[src/rtl/egx_pkg.sv]
// ============================================================================
// egx_pkg: shared types and constants for the ExpGaussExp shape evaluator
// Field widths, fixed-point constants, register indexes and stage tags.
// ============================================================================
`default_nettype none

package egx_pkg;

  localparam int OUT_FRAC_BITS_DEF = 16;

  localparam int X_W     = 16;   // sample / center, Q4.12
  localparam int MAG_W   = 16;   // |sample - center|
  localparam int W_W     = 16;   // widths, Q2.14
  localparam int SLOPE_W = 15;   // tail slopes, Q3.12
  localparam int NUM_W   = 30;   // dividend |d| << 14
  localparam int Q_W     = 30;   // |t| in Q.12
  localparam int PROD_W  = 46;   // slope * |t|, or |t|^2 in the core
  localparam int ASQ_W   = 30;   // slope^2
  localparam int E_W     = 31;   // exponent magnitude, Q.25, up to 2^30
  localparam int E30_W   = 36;   // exponent in Q.30
  localparam int N_W     = 6;    // power of two count after ln2 reduction
  localparam int R_W     = 30;   // reduced argument, Q.30
  localparam int TERM_W  = 31;   // Taylor term, Q.30
  localparam int ACC_W   = 32;   // Taylor sum
  localparam int REC_W   = 35;   // reciprocal constant
  localparam int REC_SH  = 34;   // reciprocal scale
  localparam int FRAC_SH = 30;
  localparam int TAYLOR_TERMS = 14;
  localparam int ADDR_W  = 5;
  localparam int DATA_W  = 32;

  localparam logic [R_W-1:0]    LN2_Q30    = 30'd744261118;
  localparam logic [TERM_W-1:0] ONE_Q30    = 31'h4000_0000;
  localparam logic [E_W-1:0]    E_FLUSH    = 31'h4000_0000;
  localparam logic [Q_W-1:0]    CORE_T_MAX = 30'd32768;

  localparam logic [W_W-1:0]     WIDTH_RST  = 16'd16384;
  localparam logic [SLOPE_W-1:0] SLOPE_RST  = 15'd4096;

  typedef enum logic [2:0] {
    REG_CENTER      = 3'd0,
    REG_WIDTH_LEFT  = 3'd1,
    REG_WIDTH_RIGHT = 3'd2,
    REG_SLOPE_LEFT  = 3'd3,
    REG_SLOPE_RIGHT = 3'd4
  } reg_idx_t;

  typedef enum logic [1:0] {
    REGION_LEFT  = 2'd0,
    REGION_CORE  = 2'd1,
    REGION_RIGHT = 2'd2
  } region_t;

  typedef struct packed {
    logic               below;
    logic [SLOPE_W-1:0] slope;
  } div_tag_t;

  typedef struct packed {
    region_t region;
    logic    flush;
  } exp_tag_t;

  // ceil(2^34 / k): floor(x / k) == (x * M) >> 34 for x < 2^30, k <= 14
  function automatic logic [REC_W-1:0] recip(input int k);
    logic [REC_W-1:0] m;
    case (k)
      1:       m = 35'd17179869184;
      2:       m = 35'd8589934592;
      3:       m = 35'd5726623062;
      4:       m = 35'd4294967296;
      5:       m = 35'd3435973837;
      6:       m = 35'd2863311531;
      7:       m = 35'd2454267027;
      8:       m = 35'd2147483648;
      9:       m = 35'd1908874354;
      10:      m = 35'd1717986919;
      11:      m = 35'd1561806290;
      12:      m = 35'd1431655766;
      13:      m = 35'd1321528399;
      14:      m = 35'd1227133514;
      default: m = 35'd17179869184;
    endcase
    return m;
  endfunction

endpackage

`default_nettype wire

[src/rtl/egx_div.sv]
// ============================================================================
// egx_div: pipelined restoring divider
// One quotient bit per stage, NUM_W stages, sideband tag carried along.
// ============================================================================
`default_nettype none

module egx_div (
  input  wire logic                        clk,
  input  wire logic                        rst,
  input  wire logic                        en,
  input  wire logic                        in_valid,
  input  wire logic [egx_pkg::NUM_W-1:0]   in_num,
  input  wire logic [egx_pkg::W_W-1:0]     in_den,
  input  wire egx_pkg::div_tag_t           in_tag,
  output logic                             out_valid,
  output logic [egx_pkg::Q_W-1:0]          out_quot,
  output egx_pkg::div_tag_t                out_tag
);

  localparam int STAGES = egx_pkg::NUM_W;
  localparam int WW     = egx_pkg::W_W;

  logic [STAGES-1:0]             vld;
  logic [WW-1:0]                 rem      [STAGES];
  logic [egx_pkg::NUM_W-1:0]     num      [STAGES];
  logic [egx_pkg::Q_W-1:0]       quot     [STAGES];
  logic [WW-1:0]                 den      [STAGES];
  egx_pkg::div_tag_t             tag      [STAGES];

  logic [WW-1:0]                 rem_next [STAGES];
  logic [egx_pkg::NUM_W-1:0]     num_next [STAGES];
  logic [egx_pkg::Q_W-1:0]       quot_next[STAGES];
  logic [WW-1:0]                 den_next [STAGES];
  egx_pkg::div_tag_t             tag_next [STAGES];
  logic [STAGES-1:0]             vld_next;

  always_comb begin
    logic [WW-1:0]             src_rem;
    logic [egx_pkg::NUM_W-1:0] src_num;
    logic [egx_pkg::Q_W-1:0]   src_quot;
    logic [WW-1:0]             src_den;
    logic [WW:0]               rsh;
    logic                      ge;
    for (int s = 0; s < STAGES; s++) begin
      if (s == 0) begin
        src_rem     = '0;
        src_num     = in_num;
        src_quot    = '0;
        src_den     = in_den;
        tag_next[s] = in_tag;
        vld_next[s] = in_valid;
      end else begin
        src_rem     = rem[s-1];
        src_num     = num[s-1];
        src_quot    = quot[s-1];
        src_den     = den[s-1];
        tag_next[s] = tag[s-1];
        vld_next[s] = vld[s-1];
      end
      rsh          = {src_rem, src_num[egx_pkg::NUM_W-1]};
      ge           = (rsh >= {1'b0, src_den});
      rem_next[s]  = ge ? WW'(rsh - {1'b0, src_den}) : rsh[WW-1:0];
      num_next[s]  = {src_num[egx_pkg::NUM_W-2:0], 1'b0};
      quot_next[s] = {src_quot[egx_pkg::Q_W-2:0], ge};
      den_next[s]  = src_den;
    end
  end

  always_ff @(posedge clk) begin
    if (rst) begin
      vld <= '0;
    end else if (en) begin
      vld <= vld_next;
    end
  end

  always_ff @(posedge clk) begin
    if (en) begin
      for (int s = 0; s < STAGES; s++) begin
        rem[s]  <= rem_next[s];
        num[s]  <= num_next[s];
        quot[s] <= quot_next[s];
        den[s]  <= den_next[s];
        tag[s]  <= tag_next[s];
      end
    end
  end

  assign out_valid = vld[STAGES-1];
  assign out_quot  = quot[STAGES-1];
  assign out_tag   = tag[STAGES-1];

endmodule

`default_nettype wire

[config.mk]
export PLATFORM = sky130hd
export DESIGN_NAME = egx_div
export DESIGN_NICKNAME = d
export VERILOG_FILES = /design/src/rtl/egx_pkg.sv /design/src/rtl/egx_div.sv
export SDC_FILE = /design/constraint.sdc
export NUM_CORES = 2
export LEC_CHECK = 0
export BUFFER_PORTS_ARGS = -buffer_cell sky130_fd_sc_hd__buf_2
export CAP_MARGIN = 20
export CORE_UTILIZATION = 25
export CTS_BUF_LIST = sky130_fd_sc_hd__clkbuf_8
export DETAILED_ROUTE_END_ITERATION = 8
export GPL_ROUTABILITY_DRIVEN = 0
export PLACE_DENSITY = 0.44
export SYNTH_ARGS = -nofsm -noshare
export SYNTH_HDL_FRONTEND = slang
export SYNTH_SLANG_ARGS = --single-unit
[constraint.sdc]
create_clock -name clk -period 3.2 [get_ports clk]
set_input_delay 0.16 -clock clk [delete_from_list [all_inputs] [get_ports clk]]
set_output_delay 0.16 -clock clk [all_outputs]
set_load 0.02 [all_outputs]
======== After elaboration in Yosys (flattened, before gate mapping) ========
Memories as Yosys holds them, arrays and structs flattened.
Index checks and enable logic that the tools add are counted.
cells by class
  add/sub/neg operators ................... 30
  multiplexer cells ....................... 32
  order comparisons ....................... 30
operators with widths
  cell                                              count
  17-bit by 16-bit >= comparator with 1-bit output  29
  16-bit two-way mux                                30
  16-bit subtractor                                 29
  1-bit by 16-bit >= comparator with 1-bit output   1
  1-bit by 16-bit subtractor with 16-bit output     1
  1-bit two-way mux                                 2
storage, ports and cells
  memories ................................ 5
  memory bits (writable) .................. 3210
  input bits .............................. 66
  word-level logic and storage cells ...... 98
  bits in registers ....................... 30
memories
  memory  words  bits a word  rd ports  clocked after Yosys merged registers in  write ports  line           RTL
  quot    30     30           30        0                                        30           egx_div.sv:26  logic [egx_pkg::Q_W-1:0] quot [STAGES];
  num     30     29           29        0                                        30           egx_div.sv:25  logic [egx_pkg::NUM_W-1:0] num [STAGES];
  den     30     16           29        0                                        30           egx_div.sv:27  logic [WW-1:0] den [STAGES];
  rem     30     16           29        0                                        30           egx_div.sv:24  logic [WW-1:0] rem [STAGES];
  tag     30     16           30        0                                        30           egx_div.sv:28  egx_pkg::div_tag_t tag [STAGES];

======== Longest topological paths before layout ========
An unclocked memory read counts as a cell.
  word-level depth ........................ 3
  depth in mapped cells ................... 13

======== Least setup slack after synthesis ========
No wires, ideal clock.
  kind .................................... register to register
  from .................................... memory rem[0][101] (netlist name)
  to ...................................... memory rem[0][120] (netlist name) (data pin)
  path slack .............................. 0.231 ns
  stages on the path, launching flop included .. 11
  library setup time ...................... 0.262 ns
  arrival time ............................ 2.707 ns
  cell sequence ........................... edfxtp_1 > ha_1 > a21oi_1 > o21ai_1 > and3_1 > a211o_1 > a21o_1 > a211o_1 > a211oi_4 > buf_6 > mux2_1
RTL lines
  item             line
  start, declared  egx_div.sv:24

==> impl_metrics.py <==
metrics = {
    "run_status": {
        "outcome": "finished clean",
    },
    "timing": {
        "finalClockSkew_ns": 0.120,
        "hold_violations": 0,
        "period_needed_ns": 3.06,
        "setup_violations": 0,
        "finalMaxSlewViolations": 0,
        "tightestPinTransition_ns": 0.997,
        "max-slew-margin-rel_pct": 33.3,
        "min_period_over_period_pct": 95.7,
        "tns_ns": 0,
        "fmax_mhz": 327,
        "fin_hold_ws_ns": 0.310,
    },
    "logic_synthesis": {
        "ys.flop_type": "edfxtp_1",
        "synth_common_cells": "edfxtp_1, inv_1, ha_1",
        "yosys_warnings": 0,
        "ys_ff_latch": 2338,
        "syn_avg_cell_area_um2": 15.2,
        "async_flop_share_pct": 0,
        "yosysSeqAreaShare_pct": 71.1,
        "synthCells": 6450,
        "ys_types": 81,
        "syn_area_um2": 98300,
        "yosys.area.top_type": "edfxtp_1",
        "synth.most_common_cell": "edfxtp_1",
        "syn_nets": 7010,
        "synth.top_cells.by_area": "edfxtp_1, ha_1, mux2_2",
        "synth-edff-count": 2308,
        "synth_top_area_share_pct": 70.5,
    },
    "critical_path": {
        "path_max_fanout": 17,
        "r2r_start": "den[0][193]",
        "r2r_cells": 12,
        "cp-end-kind": "flop",
        "r2r_setup_slack_ns": 0.14,
        "required_ns": 3.93,
        "crit_type": "reg -> reg",
        "critPathArrivalTime_ns": 3.79,
        "worstSetupStartpointType": "flop",
        "regToRegEndpoint": "rem[0][211]",
    },
    "hold_path": {
        "whs_endpoint": "num[0][289]",
        "hp-class": "in -> reg",
        "holdPathStages": 3,
        "worstHoldStart": "en",
    },
    "routing": {
        "routed_via_density": 4.15,
        "routedWlPerCell_um": 14.9,
        "drc": 0,
        "postRouteAntennaNets": 0,
        "vias": 52673,
        "drtIter0Drc": 3029,
        "dr.pass1.iters": 7,
        "routed_wl_um": 189000,
    },
    "die": {
        "core_area_um2": 390000,
        "fp-row-count": 229,
        "fp.dieH_um": 629,
        "start_util_pct": 25.2,
        "dieWidth_um": 629,
        "die-area_um2": 396000,
        "ios": 113,
    },
    "cts": {
        "cts_root_buffer": "clkbuf_8",
        "cts.clk_slew.worst_paths_ns": 0.06,
        "worstSkewPairLatency_ns": 1.10,
        "cts_tree": "done",
        "clockBufferDepth": 4,
        "htreeDepth": 5,
        "cts_buffers": 424,
        "cts_sinks": 2338,
    },
    "power_and_ir_drop": {
        "leakagePower_nw": 43.5,
        "p_per_area_nw_per_um2": 869,
        "vdd_ir_drop_max_mv": 0.327,
    },
    "layout": {
        "final.fill_count": 39261,
        "syn2layout_area_growth_pct": 17.7,
        "drive_gt1_share_pct": 15.1,
        "fin_cells": 12705,
        "fin_nets": 7734,
    },
    "global_routing": {
        "grt_use_total_pct": 9.28,
        "grt_pass1_vias": 54766,
        "grt_max_degree": 134,
        "grt_antenna_before_repair": 2,
        "grt_pass1_wl_um": 299000,
        "grt_remaining_overflow": 0,
    },
    "place": {
        "dpl.hpwl_um": 124000,
        "io_buffers": 112,
        "placed_cells": 11810,
    },
    "flow_run": {
        "max-cap-violations": 0,
    },
}
## power by group
group	leakage, nW	switching (mW)	total [mW]	internal, mW
clock network	4.40	12.6	26.0	13.4
registers	22.8	2.50	43.0	40.5
logic	16.3	16.8	31.5	14.7
total	43.5	31.9	100	68.6
## layout make-up
class	count	area, um^2	area share, %
Antenna cell	2	5.00	0.00433
Clock buffer	431	5930	5.13
Clock inverter	327	1760	1.52
Inverter	562	2110	1.82
Multi-Input combinational cell	3425	25700	22.2
Sequential cell	2338	69900	60.5
Tap cell	5197	6500	5.62
Timing Repair Buffer	423	3700	3.20
## kinds of logic (layout without fill, tap and decap cells)
logic type	Yosys count	count (layout)	share of synthesized area, %
AOI/OAI and AO/OA	1191	1191	7.64
and+or+nand+nor	1108	1108	5.47
DFF	2338	2338	71.1
other	0	2	0
muxes	333	333	3.72
adders and majority gates	494	494	6.50
xor gates and xnor gates	299	299	2.67
buffers and inverters	687	1743	2.85
## worst max path at each step
| stage | startpoint | end | slack, ns | depth (start not counted) |
|---|---|---|---|---|
| final | den[0][193] | rem[0][211] | 0.14 | 12 |
| after global routing | num[0][173] | rem[0][110] | -0.003 | 11 |
| after CTS | rem[0][176] | rem[0][204] | 0.003 | 8 |
| after detailed placement | den[1][145] | rem[1][160] | -0.07 | 11 |
| after global placement | den[0][177] | rem[0][196] | -0.06 | 9 |
| after floorplan | rem[0][101] | rem[0][120] | 0.23 | 10 |
## state kept, by name, indices dropped and copies added, names as in the netlist
register / count
quot: 465
vld: 30
rem: 464
tag: 480
den: 464
num: 435
## placed cells by master (no fill, tap or decap), types with 136 or more instances in the layout
cell type / synthesis / routed
inv_1: 561 / 684
nor2_1: 302 / 302
o21ai_0: 283 / 279
mux2_2: 253 / 253
xnor2_1: 163 / 163
xor2_1: 136 / 136
nand2_1: 278 / 278
a21oi_1: 371 / 364
ha_1: 466 / 466
clkbuf_8: 0 / 431
buf_4: 46 / 141
edfxtp_1: 2308 / 2308
## stage by stage
stage | area, um^2 | worst slack (ns) | util (%) | power, mW
2_1_floorplan | 98300 | 0.231 | - | 65.5
3_3_place_gp | 106000 | -0.0592 | 27.3 | 74.3
3_5_place_dp | 106000 | -0.0686 | 27.3 | 74.8
4_1_cts | 115000 | 0.00329 | 29.6 | 102
5_1_grt | 116000 | -0.00326 | 29.6 | 107
6_report | 116000 | 0.137 | 29.6 | 100
## repair_timing
action	CTS	global route
resized for setup	2	27
endpoints found under the setup margin	21	144
pin swaps	0	3
hold buffers	132	0
endpoints found under the hold margin	1817	0
setup buffers	0	2
## per-layer routing
metal	up-vias	track usage (%)	share of wire, %
met5	-	0	0
met4	0	3.97	3.7
met3	461	1.79	4.1
met2	922	16.1	49
met1	25554	11.2	44
li1	25736	-	-
## critical path, cell delays in order, from the launching register on
cell and delay, ns:
edfxtp_1 0.43, inv_1 0.07, ha_1 0.30, nor2b_1 0.15
o31ai_2 0.28, a21oi_1 0.14, o31ai_1 0.24, buf_4 0.19
nand2_1 0.10, a31oi_2 0.29, o21ai_2 0.10, buf_12 0.17
mux2_2 0.29
(Power assumes the default switching activity.)
